===== config.mk =====
export PLATFORM = sky130hd
export DESIGN_NAME = servo_sync_write_framer
export DESIGN_NICKNAME = d
export VERILOG_FILES = /design/src/design/svsw_pkg.sv /design/src/design/svsw_pos_map.sv /design/src/design/servo_sync_write_framer.sv
export SDC_FILE = /design/constraint.sdc
export NUM_CORES = 1
export LEC_CHECK = 0
export ABC_AREA = 0
export BUFFER_PORTS_ARGS = -buffer_cell sky130_fd_sc_hd__buf_4
export CORE_AREA = 2 2 99 172
export DETAILED_ROUTE_END_ITERATION = 16
export DIE_AREA = 0 0 101 174
export PLACE_DENSITY_LB_ADDON = 0.1
export REMOVE_ABC_BUFFERS = 1
export SYNTH_ARGS = -nofsm -noshare
export SYNTH_HDL_FRONTEND = slang
export SYNTH_HIERARCHICAL = 1
export SYNTH_SLANG_ARGS = --single-unit

===== constraint.sdc =====
create_clock -name clk_i -period 3.8 [get_ports clk_i]
set_clock_uncertainty 0.15 [all_clocks]
set_input_delay 0.95 -clock clk_i [delete_from_list [all_inputs] [get_ports clk_i]]
set_output_delay 0.95 -clock clk_i [all_outputs]
set_load 0.1 [all_outputs]

===== src/design/svsw_pkg.sv =====
// Shared types and constants for the servo sync-write framer.
// Used by svsw_pos_map and servo_sync_write_framer; depends on nothing.
package svsw_pkg;

  localparam int unsigned MaxEntries = 50;
  localparam int unsigned PosW       = 10;
  localparam int unsigned DivSteps   = PosW;
  localparam int unsigned CntW       = $clog2(DivSteps);

  localparam logic [PosW-1:0] PosFull = PosW'(1023);

  localparam logic [7:0] HdrMark   = 8'hFF;
  localparam logic [7:0] HdrBcast  = 8'hFE;
  localparam logic [7:0] HdrSyncWr = 8'h83;
  localparam logic [7:0] HdrAddr   = 8'h1E;
  localparam logic [7:0] HdrDlen   = 8'h04;

  typedef enum logic [1:0] {
    ST_IDLE,
    ST_DIV,
    ST_EMIT
  } state_e;

  // byte slots of one entry, header slots only on a packet's first entry
  typedef enum logic [3:0] {
    B_MARK0,
    B_MARK1,
    B_BCAST,
    B_LEN,
    B_INSTR,
    B_ADDR,
    B_DLEN,
    B_ID,
    B_POS_LO,
    B_POS_HI,
    B_SPD_LO,
    B_SPD_HI,
    B_CSUM
  } byte_sel_e;

  typedef struct packed {
    logic            done;
    logic [PosW-1:0] pos;
  } pos_res_t;

endpackage


===== src/design/svsw_pos_map.sv =====
// Angle to servo position mapping with a serial restoring divider.
// Depends on svsw_pkg.
module svsw_pos_map (
  input  logic                clk_i,
  input  logic                rst_ni,
  input  logic                start_i,
  input  logic signed [15:0]  angle_i,
  input  logic signed [15:0]  range_min_i,
  input  logic signed [15:0]  range_max_i,
  output svsw_pkg::pos_res_t  res_o
);

  logic signed [16:0] num, span;
  logic               zero_pos, full_pos;
  logic [26:0]        dividend;

  logic                          busy_q, busy_d;
  logic                          done_q, done_d;
  logic [svsw_pkg::CntW-1:0]     cnt_q, cnt_d;
  logic [16:0]                   rem_q, rem_d;
  logic [svsw_pkg::PosW-1:0]     quo_q, quo_d;
  logic [16:0]                   div_q, div_d;

  logic [17:0] trial, diff;
  logic        ge;

  always_comb begin
    num      = 17'(angle_i) - 17'(range_min_i);
    span     = 17'(range_max_i) - 17'(range_min_i);
    zero_pos = span[16] || (span == 17'sd0) || num[16] || (num == 17'sd0);
    full_pos = (num >= span);
    // 2*num*1023 + span, below 2^27 when 0 < num < span
    dividend = {num[15:0], 11'b0} - {10'b0, num[15:0], 1'b0} + {11'b0, span[15:0]};
  end

  always_comb begin
    trial = {rem_q, quo_q[svsw_pkg::PosW-1]};
    diff  = trial - {1'b0, div_q};
    ge    = (trial >= {1'b0, div_q});
  end

  always_comb begin
    busy_d = busy_q;
    done_d = 1'b0;
    cnt_d  = cnt_q;
    rem_d  = rem_q;
    quo_d  = quo_q;
    div_d  = div_q;
    if (start_i) begin
      if (zero_pos) begin
        quo_d  = '0;
        done_d = 1'b1;
      end else if (full_pos) begin
        quo_d  = svsw_pkg::PosFull;
        done_d = 1'b1;
      end else begin
        busy_d = 1'b1;
        cnt_d  = '0;
        rem_d  = dividend[26:10];
        quo_d  = dividend[9:0];
        div_d  = {span[15:0], 1'b0};
      end
    end else if (busy_q) begin
      rem_d = ge ? diff[16:0] : trial[16:0];
      quo_d = {quo_q[svsw_pkg::PosW-2:0], ge};
      cnt_d = cnt_q + 1'b1;
      if (cnt_q == svsw_pkg::CntW'(svsw_pkg::DivSteps - 1)) begin
        busy_d = 1'b0;
        done_d = 1'b1;
      end
    end
  end

  always_ff @(posedge clk_i or negedge rst_ni) begin
    if (!rst_ni) begin
      busy_q <= 1'b0;
      done_q <= 1'b0;
      cnt_q  <= '0;
    end else begin
      busy_q <= busy_d;
      done_q <= done_d;
      cnt_q  <= cnt_d;
    end
  end

  always_ff @(posedge clk_i) begin
    rem_q <= rem_d;
    quo_q <= quo_d;
    div_q <= div_d;
  end

  assign res_o.done = done_q;
  assign res_o.pos  = quo_q;

endmodule


===== src/design/servo_sync_write_framer.sv =====
// Top level of the servo sync-write framer: entry bookkeeping, byte sequencer
// and output register. Depends on svsw_pkg and svsw_pos_map.
//
// Usage:
//   One input word per servo entry on the s_axis channel. The first word of a
//   packet carries the entry count (0 is taken as 1, above 50 saturates to 50);
//   later words of the same packet ignore it.
//   The m_axis channel carries the packet one byte per word in wire order.
//   A packet's first entry yields the 7 header bytes, every entry yields id,
//   position low/high and two zero speed bytes, and the last entry adds the
//   checksum byte, flagged by tlast.
//   Flow: after a word is accepted the position divider runs (it skips the
//   division when the angle is clamped or the span is empty), then bytes
//   leave one per cycle while the receiver takes them: up to 13 bytes.
//   s_axis_tready is high only while no entry is being worked on.
//   A stalled receiver holds the byte in the output register and pauses the
//   sequencer; nothing is dropped.
//   Reset clears the open packet: the next word starts a new packet.
module servo_sync_write_framer (
  input  logic        clk_i,
  input  logic        rst_ni,
  input  logic        s_axis_tvalid,
  output logic        s_axis_tready,
  // servo_id[7:0], angle[23:8], range_min[39:24], range_max[55:40],
  // entry_count[61:56], zero fill [63:62]
  input  logic [63:0] s_axis_tdata,
  output logic        m_axis_tvalid,
  input  logic        m_axis_tready,
  // tx_byte[7:0]
  output logic [7:0]  m_axis_tdata,
  output logic        m_axis_tlast
);

  svsw_pkg::state_e    state_q, state_d;
  svsw_pkg::byte_sel_e idx_q, idx_d;
  svsw_pkg::pos_res_t  pos_res;

  logic [5:0] entries_left_q, entries_left_d;
  logic [7:0] len_q, len_d;
  logic [7:0] sum_q, sum_d;
  logic       last_q, last_d;
  logic [7:0] id_q, id_d;
  logic [7:0] out_byte_q, out_byte_d;
  logic       out_last_q, out_last_d;
  logic       out_valid_q, out_valid_d;

  logic       accept, load, entry_done, summed;
  logic [5:0] cnt_in, n_sat;
  logic [7:0] cur_byte;

  svsw_pos_map u_pos_map (
    .clk_i       (clk_i),
    .rst_ni      (rst_ni),
    .start_i     (accept),
    .angle_i     (s_axis_tdata[23:8]),
    .range_min_i (s_axis_tdata[39:24]),
    .range_max_i (s_axis_tdata[55:40]),
    .res_o       (pos_res)
  );

  // handshake and sequencer controls
  always_comb begin
    s_axis_tready = (state_q == svsw_pkg::ST_IDLE);
    accept        = s_axis_tvalid && s_axis_tready;
    load          = (state_q == svsw_pkg::ST_EMIT) && (!out_valid_q || m_axis_tready);
    entry_done    = ((idx_q == svsw_pkg::B_SPD_HI) && !last_q) ||
                    (idx_q == svsw_pkg::B_CSUM);
  end

  // next state
  always_comb begin
    state_d = state_q;
    unique case (state_q)
      svsw_pkg::ST_IDLE: if (accept)          state_d = svsw_pkg::ST_DIV;
      svsw_pkg::ST_DIV:  if (pos_res.done)    state_d = svsw_pkg::ST_EMIT;
      svsw_pkg::ST_EMIT: if (load && entry_done) state_d = svsw_pkg::ST_IDLE;
      default:                                state_d = svsw_pkg::ST_IDLE;
    endcase
  end

  // byte select
  always_comb begin
    unique case (idx_q)
      svsw_pkg::B_MARK0:  cur_byte = svsw_pkg::HdrMark;
      svsw_pkg::B_MARK1:  cur_byte = svsw_pkg::HdrMark;
      svsw_pkg::B_BCAST:  cur_byte = svsw_pkg::HdrBcast;
      svsw_pkg::B_LEN:    cur_byte = len_q;
      svsw_pkg::B_INSTR:  cur_byte = svsw_pkg::HdrSyncWr;
      svsw_pkg::B_ADDR:   cur_byte = svsw_pkg::HdrAddr;
      svsw_pkg::B_DLEN:   cur_byte = svsw_pkg::HdrDlen;
      svsw_pkg::B_ID:     cur_byte = id_q;
      svsw_pkg::B_POS_LO: cur_byte = pos_res.pos[7:0];
      svsw_pkg::B_POS_HI: cur_byte = 8'(pos_res.pos[svsw_pkg::PosW-1:8]);
      svsw_pkg::B_CSUM:   cur_byte = ~sum_q;
      default:            cur_byte = 8'h00;
    endcase
    summed = (idx_q != svsw_pkg::B_MARK0) && (idx_q != svsw_pkg::B_MARK1) &&
             (idx_q != svsw_pkg::B_CSUM);
  end

  // datapath and outputs
  always_comb begin
    cnt_in = s_axis_tdata[61:56];
    if (cnt_in == 6'd0) begin
      n_sat = 6'd1;
    end else if (cnt_in > 6'(svsw_pkg::MaxEntries)) begin
      n_sat = 6'(svsw_pkg::MaxEntries);
    end else begin
      n_sat = cnt_in;
    end

    entries_left_d = entries_left_q;
    len_d          = len_q;
    sum_d          = sum_q;
    last_d         = last_q;
    id_d           = id_q;
    idx_d          = idx_q;
    out_byte_d     = out_byte_q;
    out_last_d     = out_last_q;
    out_valid_d    = out_valid_q;

    if (accept) begin
      id_d = s_axis_tdata[7:0];
      if (entries_left_q == 6'd0) begin
        entries_left_d = n_sat - 6'd1;
        len_d          = ({2'b00, n_sat} << 2) + {2'b00, n_sat} + 8'd4;
        sum_d          = 8'h00;
        idx_d          = svsw_pkg::B_MARK0;
      end else begin
        entries_left_d = entries_left_q - 6'd1;
        idx_d          = svsw_pkg::B_ID;
      end
      last_d = (entries_left_d == 6'd0);
    end

    if (out_valid_q && m_axis_tready) begin
      out_valid_d = 1'b0;
    end

    if (load) begin
      out_byte_d  = cur_byte;
      out_last_d  = (idx_q == svsw_pkg::B_CSUM);
      out_valid_d = 1'b1;
      if (summed) begin
        sum_d = sum_q + cur_byte;
      end
      if (!entry_done) begin
        idx_d = svsw_pkg::byte_sel_e'(idx_q + 4'd1);
      end
    end
  end

  always_ff @(posedge clk_i or negedge rst_ni) begin
    if (!rst_ni) begin
      state_q        <= svsw_pkg::ST_IDLE;
      idx_q          <= svsw_pkg::B_MARK0;
      entries_left_q <= '0;
      sum_q          <= '0;
      last_q         <= 1'b0;
      out_valid_q    <= 1'b0;
    end else begin
      state_q        <= state_d;
      idx_q          <= idx_d;
      entries_left_q <= entries_left_d;
      sum_q          <= sum_d;
      last_q         <= last_d;
      out_valid_q    <= out_valid_d;
    end
  end

  always_ff @(posedge clk_i) begin
    len_q      <= len_d;
    id_q       <= id_d;
    out_byte_q <= out_byte_d;
    out_last_q <= out_last_d;
  end

  assign m_axis_tvalid = out_valid_q;
  assign m_axis_tdata  = out_byte_q;
  assign m_axis_tlast  = out_last_q;

endmodule

# After elaboration in Yosys (flattened, before gate mapping)
# Cells that the tools add are included.
[word_totals]
input_bits = 68
output_inout_bits = 11
elab_cells = 127
ff_bits = 96
[op_classes]
n_lt_le_gt_ge = 3
n_reduce_logical = 30
bitwise = 3
n_addsub = 12
eq_ne = 21
muxes = 42
[op_table]
columns = ["op", "count"]
rows = [
  ["$mux W17", 5],
  ["$pmux W8 S10", 1],
  ["$mux W10", 4],
  ["$logic_not A17 Y1", 2],
  ["$sub A16 B16 Y17", 2],
  ["$mux W8", 4],
  ["$mux W4", 7],
  ["$add A27 B16 Y27", 1],
  ["$sub A27 B17 Y27", 1],
  ["$mux W6", 4],
  ["$eq A4 B4 Y1 const B", 5],
  ["$ge A18 B17 Y1", 1],
  ["$logic_not A6 Y1", 3],
  ["$ge A17 B17 Y1", 1],
  ["$sub A17 B17 Y17", 1],
  ["$eq A4 B3 Y1 const B", 4],
  ["$mux W1", 12],
  ["$sub A6 B1 Y6 const B", 2],
  ["$reduce_and A3 Y1", 3],
  ["$add A4 B1 Y4 const B", 2],
  ["$add A8 B3 Y8 const B", 1],
  ["$add A8 B6 Y8", 1],
  ["$add A8 B8 Y8", 1],
  ["$eq A4 B2 Y1 const B", 2],
  ["other kinds (22)", 41],
]

# Logic depth before layout (Yosys ltp)
# Gate-level depths: netlist of run 1.
[depth]
ltp_word = 7
mapped_depth = 22
depth_no_buf = 22

# By module
# The synthesis of run 1 kept the hierarchy.
[modules_own_cells]
columns = ["mod", "seq_area_each_um2", "instances", "cells_per_inst", "area_per_inst_um2"]
rows = [
  ["svsw_pos_map", 1441.4, 1, 789, 6675.2],
  ["servo_sync_write_framer", 1301.2, 1, 279, 2842.7],
]

# Worst setup path before layout of run 1
# No wires, ideal clock.
[synth_timing]
kind = "in2reg"
from = "input s_axis_tdata[8]"
to = "register u_pos_map.rem_q[15], data pin"
arrival_ns = 5.220
setup_time_ns = 0.283
setup_slack_ns = -1.853
n_path_buf = 0
path_stages = 22
t_required_ns = 3.367
path_cell_list = "inv_1 > ha_1 > inv_1 > fa_1 > a211o_1 > a211oi_2 > nor2_1 > a21bo_2 > and3_1 > xnor2_1 > ha_1 > a21o_1 > ha_1 > a2111oi_0 > o21ai_0 > o211ai_1 > a21oi_1 > o31a_1 > o221a_2 > o41ai_2 > mux2i_1 > a311oi_1"
[synth_between]
elab_chain_cells = 6
[synth_lines]
columns = ["item", "line", "source"]
rows = [
  ["start: declaration", "servo_sync_write_framer.sv:26", "input logic [63:0] s_axis_tdata,"],
  ["$sub A16 B16 Y17", "svsw_pos_map.sv:28", "num = 17'(angle_i) - 17'(range_min_i);"],
  ["$sub A27 B17 Y27", "svsw_pos_map.sv:33", "dividend = {num[15:0], 11'b0} - {10'b0, num[15:0], 1'b0} + {11'b0, span[15:0]};"],
  ["$add A27 B16 Y27", "svsw_pos_map.sv:33", ""],
  ["$mux W17", "svsw_pos_map.sv:53", "end else if (full_pos) begin"],
  ["$mux W17", "svsw_pos_map.sv:50", "if (zero_pos) begin"],
  ["$mux W17", "svsw_pos_map.sv:49", "if (start_i) begin"],
  ["net u_pos_map.rem_d[15]", "svsw_pos_map.sv:20", "logic [16:0] rem_q, rem_d;"],
  ["end signal: assignment", "svsw_pos_map.sv:87", "rem_q <= rem_d;"],
  ["end: declaration", "svsw_pos_map.sv:20", ""],
]
# The timed path passes the listed nets, and every way through them passes these cells. The select of a mux whose other input is x is not followed.
# A chain may end at the register's enable or synchronous reset.

# Worst setup path in the final report of run 1
# Ends and elaborated chain as after synthesis.

==> results of run 1 <==
## cells in the final DEF, fill, tap and decap left out, types with 18 or more instances in the layout
master    Yosys  routed
nand2_1      83      81
xnor2_1      40      31
a21oi_2       0      19
a21o_1       25      24
inv_1        96      86
a21oi_1      87      64
nor3_1       22      18
xor2_1       23      19
ha_4          0      21
dfrtp_1      28      28
nor2_1       63      58
edfxtp_1     68      68
buf_6         2      30
ha_1        119      94
o21ai_0      69      53
buf_4         1     331
nand3_1      21      18
o21a_1       27      26
## critical path, stage by stage
cell       delay, ps
buf_6            100
inv_4             40
ha_4             130
inv_2             40
fa_2             330
a211o_1          320
a211oi_2         200
buf_4            170
nor2_4            40
a21bo_2          220
and3_4           180
xnor2_2          140
ha_4             160
a21o_1           180
ha_4             240
a2111oi_4        310
o21ai_2          120
o211ai_1         240
a21oi_2           60
o31a_1           280
o221a_2          300
o41ai_2          280
buf_4            200
mux2i_1           80
a311oi_1         280
## worst max path at each step
| stage | start | end | slack (ps) | cells past startpoint |
|---|---|---|---|---|
| 2_1_floorplan | s_axis_tdata[8] | u_pos_map/rem_q[15] | -1850 | 22 |
| 3_3_place_gp | s_axis_tdata[40] | u_pos_map/rem_q[15] | -2220 | 23 |
| 3_5_place_dp | s_axis_tdata[40] | u_pos_map/rem_q[15] | -2280 | 23 |
| 4_1_cts | s_axis_tdata[8] | u_pos_map/rem_q[15] | -1490 | 25 |
| 5_1_grt | s_axis_tdata[40] | u_pos_map/rem_q[15] | -1930 | 23 |
| 6_report | s_axis_tdata[8] | u_pos_map/rem_q[15] | -1780 | 25 |
## logic make-up after synthesis
logic type,count (synthesis)
adders and majority gates,129
and+or+nand+nor,282
AOI/OAI and AO/OA,356
xor gates and xnor gates,63
buffers and inverters,124
muxes,18
DFF,96
## registers in the layout, indices dropped and copies added, names as in the netlist
signal            cells
m_axis_tvalid         1
id_q                  8
entries_left_q        6
u_pos_map/rem_q      17
sum_q                 8
m_axis_tdata          8
len_q                 8
u_pos_map/quo_q      10
u_pos_map/cnt_q       4
u_pos_map/div_q      16
state_q               2
u_pos_map/busy_q      1
u_pos_map/done_q      1
idx_q                 4
last_q                1
m_axis_tlast          1
## layout make-up
cell class,count,area (um2)
timing repair buffer,366,2930
fill,898,2370
inverter,98,383
tap,192,240
clock buffer,9,225
clock inverter,7,125
multi-input combinational,849,7280
sequential,96,2740
## repair_timing
item,4_1_cts,5_1_grt
cloned,3,1
pin swaps,58,76
endpoints found under the setup margin,66,66
resized for setup,117,120
setup buffers,20,19
## layer usage
metal	vias to the layer above	part of all wire, %
met2	506	53
li1	4686	-
met1	4836	31
met5	-	0
met3	226	5.1
met4	0	11
## through the flow
stage	hold WS, ps	worst slack [ps]
after floorplan	294	-1850
after global placement	336	-2220
after detailed placement	345	-2280
after CTS	363	-1490
after global routing	379	-1930
final	362	-1780
## power by group through the flow
| stage | Combinational [W] | Clock (W) | Sequential (W) |
|---|---|---|---|
| after floorplan | 0.00382 | 0 | 0.00199 |
| after global placement | 0.00589 | 0 | 0.00195 |
| after detailed placement | 0.00602 | 0 | 0.00196 |
| after CTS | 0.00661 | 0.00107 | 0.00194 |
| after global routing | 0.00795 | 0.00112 | 0.00199 |
| final | 0.00743 | 0.00107 | 0.00196 |
==> impl_metrics.toml, run 1 <==
[clock_network]
htree_levels = 3
path_clk_slew_ps = 70
clock_path_buffers = 2
cts.sinks = 96
cts_root_buffer = "clkbuf_16"
clkLatencyLatePin_ps = 350
cts_hold_buf = 0
cts_buffers = 9
cts_tree = "built"

[grt]
met3_usage_pct = 3.58
grt_busiest_layer = "met2"
grt_usage_pct = 35.8
grt_pass1_vias = 10200
grt-ovfl-total = 0
use_met2_pct = 68.3
antenna_found_initial = 0
gr-usage-met1_pct = 31.7
grt_max_degree = 29
grt_pass1_wl_um = 48700

[yosys]
yosys_register_bits = 96
synthAdderAreaFrac_pct = 17.4
synth_warnings = 6
syn_inst = 1068
synthArstFlopShare_pct = 29.2
ys_types = 98
synth_most_common_cell = "ha_1"
ys_seq_area_share_pct = 28.8
yosys.area.top_type = "edfxtp_1"
synth_simple_gate_area_share_pct = 14.8
synth_edf_count = 68
synthFlopType = "edfxtp_1"
synth_area_leaders = "edfxtp_1, ha_1, dfrtp_1"
synth_top_family_by_area = "compound AO/OA/AOI/OAI gates"
ys_top_cells_by_count = "ha_1, inv_1, a21oi_1"
synth_area_per_cell_um2 = 8.91
synth.cell_area_um2 = 9520
synth_xor_area_share_pct = 5.80
synth_top_area_share_pct = 21.5
synth_mux_area_share_pct = 1.96
synth_compound_area_share_pct = 26.1

[placed_design]
place.gp.congestion = 0.994
placed_area_um2 = 12200
hpwlAfterDp_um = 24000
portBuffers = 76
placed_cells_incl_taps = 1568

[layout]
fin_util_pct = 85.5
syn_to_final_growth_pct = 46.3
finalNonFillerCells = 1617
diodes = 0
fin_nets = 1613
drive_above_1_share_pct = 39.4
fin_area_um2 = 13900

[setup_path]
reg2reg_from = "u_pos_map/div_q[2]"
r2r_slack_ps = 150
critPathMaxFanout = 3
cp.required_ps = 3810
critical_path_class = "primary input to flop"
arrival_ps = 5590
end_kind = "flop"
reg2reg_to = "u_pos_map/rem_q[5]"
r2r_cells = 11
start_kind = "primary input"

[status]
status = "finished, violations left"
violations = "negative setup slack"

[detailed_routing]
viasPerCell = 6.34
drcViolationCount = 0
wire_per_inst_um = 21.7
wirelength_um = 35000
drtIter0Drc = 962
ant_nets = 0
via_count = 10300
drtPass1Iterations = 8

[power]
power_leakage_nw = 6.39
power.switching_w = 0.00474
clkPwrFrac_pct = 10.3
powerDensity_nw_per_um2 = 751
comb_power_share_pct = 71.0
internal_power_w = 0.00572
ir_drop_uv = 432
seq_power_share_pct = 18.7
switching_share_pct = 45.3
power_w = 0.0105

[timing]
fin_crit_ps = 5580
final.setup.tns_ps = -87800
period_share_pct = 147
rsz0062_at_grt = "yes"
setup_viol = 66
tightest_slew_ps = 589
finalHoldViolCount = 0
max_freq_mhz = 179
slew_headroom_pct = 60.7
slew_violations = 0
worst_slack_ps = -1780

[floorplan]
die_area_um2 = 17600
ios = 79
dieWidth_um = 101
start_util_pct = 58.4
coreArea_um2 = 16300
die-height_um = 174
rows = 62

[min_path]
hold_path.class = "primary input to async pin"

[flow_run]
cap_violations = 0
(Power assumes the default switching activity.)
==> run 2, diff against run 1 <==
Settings changed: ABC_AREA 0 to 1, CORE_AREA 2 2 99 172 to 2 2 108 163, DIE_AREA 0 0 101 174 to 0 0 110 165.
==> impl_metrics.toml, run 2 <==
[status]
error = "[ERROR GRT-0116] Global routing finished with congestion. Check the congestion regions in the DRC Viewer."
status = "stopped before the end"
lastStage = "global routing"

[floorplan]
rows = 58
dieWidth_um = 110
start_util_pct = 59.5
die-height_um = 165
ios = 79

[yosys]
synthArstFlopShare_pct = 29.2
yosys.area.top_type = "edfxtp_1"
ys_top_cells_by_count = "nand2_1, inv_1, ha_1"
synth_top_area_share_pct = 20.7
synth.cell_area_um2 = 9890
synth_warnings = 6
synthFlopType = "edfxtp_1"
synth_area_leaders = "edfxtp_1, ha_1, nand2_1"
yosys_register_bits = 96
syn_inst = 1403
synth_most_common_cell = "nand2_1"
synth_area_per_cell_um2 = 7.05
synth_edf_count = 68
ys_types = 52
ys_seq_area_share_pct = 27.7

[clock_network]
cts.sinks = 96
cts_root_buffer = "clkbuf_16"
clock_path_buffers = 2
htree_levels = 3
cts_hold_buf = 0
cts_buffers = 9

[placed_design]
place.gp.congestion = 0.996
post-place-ws_ps = -1550
portBuffers = 76
hpwlAfterDp_um = 27000
placed_area_um2 = 12600

[grt]
grt_pass1_wl_um = 72400
grt_usage_pct = 53.1
grt-ovfl-total = 26
grt_pass1_vias = 13500
grt_max_degree = 31
-- run 2: cell count changes after synthesis, moves of 15 or more --
cell | previous run | this run
nand2_1 | 83 | 391
inv_1 | 96 | 212
nand3_1 | 21 | 95
nor2_1 | 63 | 100
xnor2_1 | 40 | 14
o21a_1 | 27 | 3
nand2_2 | 1 | 24
nand4_1 | 7 | 29
a21o_1 | 25 | 5
nor2b_1 | 15 | 0
nor3_1 | 22 | 7
-- run 2: what timing repair did --
| action | in CTS |
|---|---|
| gates cloned | 3 |
| pin swaps | 66 |
| setup endpoints to repair | 66 |
| buffers inserted | 53 |
| gates resized for setup | 238 |
-- run 2: per-layer routing --
layer  overflow  GRT usage (%)
met2         15           82.5
met3          0           24.3
met5          0           3.57
met4         11           56.4
met1          0           47.8
-- run 2: cell families after synthesis --
kind of cell             count (synthesis)  share of synthesized area, %
AO/OA/AOI/OAI                          216                          12.4
XOR/XNOR                                50                          4.43
adder cells (fa/ha/maj)                125                          16.3
buffers and inverters                  238                          9.37
flip-flops                              96                          27.7
AND/OR/NAND/NOR                        678                          29.7
-- run 2: per-stage QoR --
stage	TNS, ps	utilization, %	std cells
2_1_floorplan	-59530	-	1387
3_3_place_gp	-67020	75.6	1929
3_5_place_dp	-71560	75.6	1929
4_1_cts	-24140	86.3	2000
==> run 3, diff against run 2 <==
Settings changed: CORE_AREA 2 2 108 163 to 2 2 161 163, DIE_AREA 0 0 110 165 to 0 0 163 165, PLACE_DENSITY_LB_ADDON 0.1 to 0.15.
==> impl_metrics.toml, run 3 <==
[setup_path]
cp.required_ps = 3750
start_kind = "primary input"
critPathMaxFanout = 4
end_kind = "flop"
critical_path_class = "primary input to flop"
cp_common_cell = "nand2_1"
arrival_ps = 4400
critPathMaxStageDelay_ps = 320
critPathSlowestCell = "ha_4"

[layout]
diodes = 0
fin_area_um2 = 14900
fin_nets = 1961
drive_above_1_share_pct = 37.7
regMostFlops = "u_pos_map/rem_q"
fill_cells = 2332
final_cell_mix = "buf_4, nand2_1, inv_1"
syn_to_final_growth_pct = 50.5
mostFrequentLayoutCell = "buf_4"
largest_reg_flops = 17
top_regs = "u_pos_map/rem_q (17), u_pos_map/div_q (16), u_pos_map/quo_q (10)"

[min_path]
hold_path.class = "flop to flop"

[timing]
period_share_pct = 117
rsz0062_at_grt = "yes"
worst_slack_ps = -645
slew_headroom_pct = 64.2
setup_viol = 66
slew_violations = 0
fin_crit_ps = 4440
tightest_slew_ps = 536
max_freq_mhz = 225
finalHoldViolCount = 0

[floorplan]
start_util_pct = 39.5
rows = 58
dieWidth_um = 163
ios = 79
coreArea_um2 = 25000
die-height_um = 165
die_area_um2 = 26900

[placed_design]
place.gp.congestion = 0.970
portBuffers = 76
post-place-ws_ps = -1330
hpwlAfterDp_um = 25200
placed_area_um2 = 12700

[grt]
grt_pass1_vias = 10200
grt_pass1_wl_um = 50000
antenna_found_initial = 0
grt_max_degree = 29
grt-ovfl-total = 0
grt_usage_pct = 23.7

[yosys]
ys_seq_area_share_pct = 27.7
synth_most_common_cell = "nand2_1"
synth_warnings = 6
synth_area_per_cell_um2 = 7.05
yosys.area.top_type = "edfxtp_1"
ys_top_cells_by_count = "nand2_1, inv_1, ha_1"
synthFlopType = "edfxtp_1"
synth_top_area_share_pct = 20.7
synth_edf_count = 68
ys_types = 52
synthArstFlopShare_pct = 29.2
synth_area_leaders = "edfxtp_1, ha_1, nand2_1"
yosys_register_bits = 96
syn_inst = 1403
synth.cell_area_um2 = 9890

[clock_network]
clkLatencyLatePin_ps = 360
cts_tree = "built"
cts.sinks = 96
htree_levels = 3
cts_buffers = 9
cts_root_buffer = "clkbuf_16"
clock_path_buffers = 2
path_clk_slew_ps = 70

[status]
violations = "negative setup slack"
status = "finished, violations left"

[detailed_routing]
wire_per_inst_um = 15.4
wirelength_um = 32400
via_count = 10600
drcViolationCount = 0
drtIter0Drc = 633
viasPerCell = 5.03
ant_nets = 0
drtPass1Iterations = 5

[flow_run]
cap_violations = 0

[power]
power_leakage_nw = 7.43
ir_drop_uv = 385
powerDensity_nw_per_um2 = 685
[run 3: cell counts after synthesis]
No cell type changed its count.
[run 3: per-stage QoR]
step | hold slack [ps] | util, % | total power [W] | cells | setup TNS, ps
2_1_floorplan | 286 | - | 0.00551 | 1387 | -59530
3_3_place_gp | 309 | 50.7 | 0.00763 | 2048 | -55840
3_5_place_dp | 328 | 50.7 | 0.00768 | 2048 | -58890
4_1_cts | 351 | 56.6 | 0.00951 | 2091 | -16740
5_1_grt | 360 | 59.4 | 0.0110 | 2103 | -31400
6_report | 344 | 59.4 | 0.0102 | 2103 | -17390
[run 3: final timing paths]
| kind | start | end | slack, ps | depth (start not counted) |
|---|---|---|---|---|
| max | s_axis_tdata[29] | u_pos_map/rem_q[16] | -640 | 29 |
| min reg2reg | u_pos_map/done_q | state_q[0] | 340 | 1 |
| min in group asynchronous | rst_ni | sum_q[1] | 350 | 1 |
| max in group asynchronous | rst_ni | last_q | 2830 | 1 |
| min | u_pos_map/done_q | state_q[0] | 340 | 1 |
| max reg2reg | idx_q[0] | sum_q[6] | 480 | 15 |
[run 3: routing by layer]
layer | wire length, um | track usage (%) | vias to the layer above
li1 | - | - | 5373
met5 | 0 | 0 | -
met1 | 15300 | 32.1 | 4940
met2 | 15300 | 39.9 | 221
met4 | 713 | 6.64 | 0
met3 | 1070 | 2.81 | 40
[run 3: cell type report]
| class | instances | area, um2 | share of cell area, % |
|---|---|---|---|
| multi-input combinational | 1069 | 7670 | 51.5 |
| timing repair inverter | 1 | 8.76 | 0.0589 |
| clock buffer | 10 | 250 | 1.68 |
| inverter | 222 | 855 | 5.74 |
| clock inverter | 6 | 67.6 | 0.454 |
| sequential | 96 | 2740 | 18.4 |
| tap | 330 | 413 | 2.78 |
| timing repair buffer | 369 | 2880 | 19.3 |
[run 3: kinds of logic after synthesis]
| group | share of synthesized area, % |
|---|---|
| DFF | 27.7 |
| and+or+nand+nor | 29.7 |
| adders and majority gates | 16.3 |
| buffers and inverters | 9.37 |
| xor gates and xnor gates | 4.43 |
| AOI/OAI and AO/OA | 12.4 |
[run 3: power by group]
part	switching, W	total, W	leakage [nW]	internal [W]
registers	0.000224	0.00189	0.984	0.00167
clock network	0.000457	0.000963	0.157	0.000507
logic	0.00407	0.00734	6.29	0.00326
[run 3: critical path: cells and delay by family]
family	cells	cell delay [ps]
xor+xnor	1	160
fa+ha+maj	3	740
simple gates	19	1690
buf+inv	4	350
compound gates	2	490
[run 3: repair_timing]
action,4_1_cts,5_1_grt
hold endpoints to repair,0,0
setup buffers,26,12
hold buffers,0,0
cloned,1,3
setup endpoints to repair,66,66
pin swaps,67,66
resized for setup,192,127
==> run 4, diff against run 3 <==
Clock period 3.8 ns to 5.2 ns, I/O delays scaled along.
==> impl_metrics.toml, run 4 (synthesis gave the netlist of run 3 again) <==
[setup_path]
cp.required_ps = 5160
end_kind = "flop"
cp_common_cell = "nand2_1"
critPathMaxFanout = 4
critPathMaxStageDelay_ps = 390
critPathSlowestCell = "ha_2"
critPathTopFamily = "simple AND/OR/NAND/NOR gates"
start_kind = "primary input"
arrival_ps = 4910
critPathBufInv = 6
critical_path_class = "primary input to flop"

[grt]
grt-ovfl-total = 0
antenna_found_initial = 0
grt_max_degree = 47
grt_usage_pct = 21.1
grt_pass1_wl_um = 44900
grt_pass1_vias = 9283

[layout]
fin_area_um2 = 12600
mostFrequentLayoutCell = "nand2_1"
fin_nets = 1849
drive_above_1_share_pct = 22.3
top_regs = "u_pos_map/rem_q (17), u_pos_map/div_q (16), u_pos_map/quo_q (10)"
largest_reg_flops = 17
regMostFlops = "u_pos_map/rem_q"
fill_cells = 2564
syn_to_final_growth_pct = 27.8
diodes = 0
multi_input_area_um2 = 6390
regArea_um2 = 2740
final_cell_mix = "nand2_1, buf_4, inv_1"

[floorplan]
die_area_um2 = 26900
dieWidth_um = 163
coreArea_um2 = 25000
start_util_pct = 39.5
die-height_um = 165
ios = 79
rows = 58

[detailed_routing]
via_count = 9882
drcViolationCount = 0
wirelength_um = 28100
drtPass1Iterations = 5
drtIter0Drc = 551
viasPerCell = 4.96
ant_nets = 0
wire_per_inst_um = 14.1

[placed_design]
placed_area_um2 = 12100
place.gp.congestion = 0.902
portBuffers = 76
hpwlAfterDp_um = 23600
post-place-ws_ps = -352

[clock_network]
path_clk_slew_ps = 80
clock_path_buffers = 2
cts.sinks = 96
cts_root_buffer = "clkbuf_16"
cts_buffers = 9
cts_hold_buf = 0
clkLatencyLatePin_ps = 360
cts_tree = "built"
htree_levels = 3

[timing]
max_freq_mhz = 202
slew_violations = 0
rsz0062_at_grt = "yes"
period_share_pct = 95.1
setup_viol = 0
worst_slack_ps = 253
finalHoldViolCount = 0
tightest_slew_ps = 943
slew_headroom_pct = 36.9
fin_crit_ps = 4950

[power]
ir_drop_uv = 233
power_leakage_nw = 6.66
powerDensity_nw_per_um2 = 494

[flow_run]
cap_violations = 0

[status]
status = "completed"

[min_path]
hold_path.class = "flop to flop"
## run 4: cell types whose count changed in the layout (fill, tap and decap cells not counted), sizes merged
cell / previous run / this run
clkinv: 3 / 2
inv: 225 / 227
clkinvlp: 1 / 0
clkbuf: 12 / 9
buf: 367 / 258
## run 4: cell type report
class | instances | area share, %
clock buffers | 9 | 1.78
clock inverters | 7 | 0.624
inverters | 222 | 6.62
multi-input cells | 1069 | 50.6
flip-flops and latches | 96 | 21.7
well taps | 330 | 3.27
repair buffers | 258 | 15.4
## run 4: repair_timing
action / CTS / global route
endpoints found under the setup margin: 0 / 50
gates resized for setup: 0 / 44
setup buffers: 0 / 3
## run 4: power breakdown
part           switching (W)  internal [W]
Combinational        0.00246       0.00171
Sequential          0.000168       0.00122
Clock               0.000334      0.000345
Total                0.00296       0.00328
## run 4: routing by layer
| layer | up-vias | share of wire [%] | global-route usage [%] |
|---|---|---|---|
| met3 | 43 | 2.8 | 2.24 |
| met4 | 0 | 2.3 | 6.03 |
| li1 | 5148 | - | - |
| met1 | 4502 | 50 | 29.4 |
| met5 | - | 0 | 0 |
| met2 | 189 | 45 | 34.7 |
## run 4: path summary, 6_finish.rpt
path	start	end	slack (ps)	cells past startpoint
max	s_axis_tdata[35]	u_pos_map/rem_q[16]	250	31
min	u_pos_map/done_q	state_q[0]	350	1
max reg2reg	idx_q[0]	sum_q[6]	1690	15
min reg2reg	u_pos_map/done_q	state_q[0]	350	1
max in group asynchronous	rst_ni	u_pos_map/cnt_q[2]	3880	1
min in group asynchronous	rst_ni	sum_q[2]	710	1
## run 4: stage by stage
stage	hold WS [ps]	power (W)	std cells	util, %	setup TNS (ps)
after CTS	344	0.00615	1988	49.7	0
after global routing	385	0.00685	1991	50.5	-27.9
after detailed placement	329	0.00545	1972	48.5	-9170
after global placement	313	0.00538	1972	48.5	-5930
final	350	0.00624	1991	50.5	0
after floorplan	286	0.00403	1387	-	0
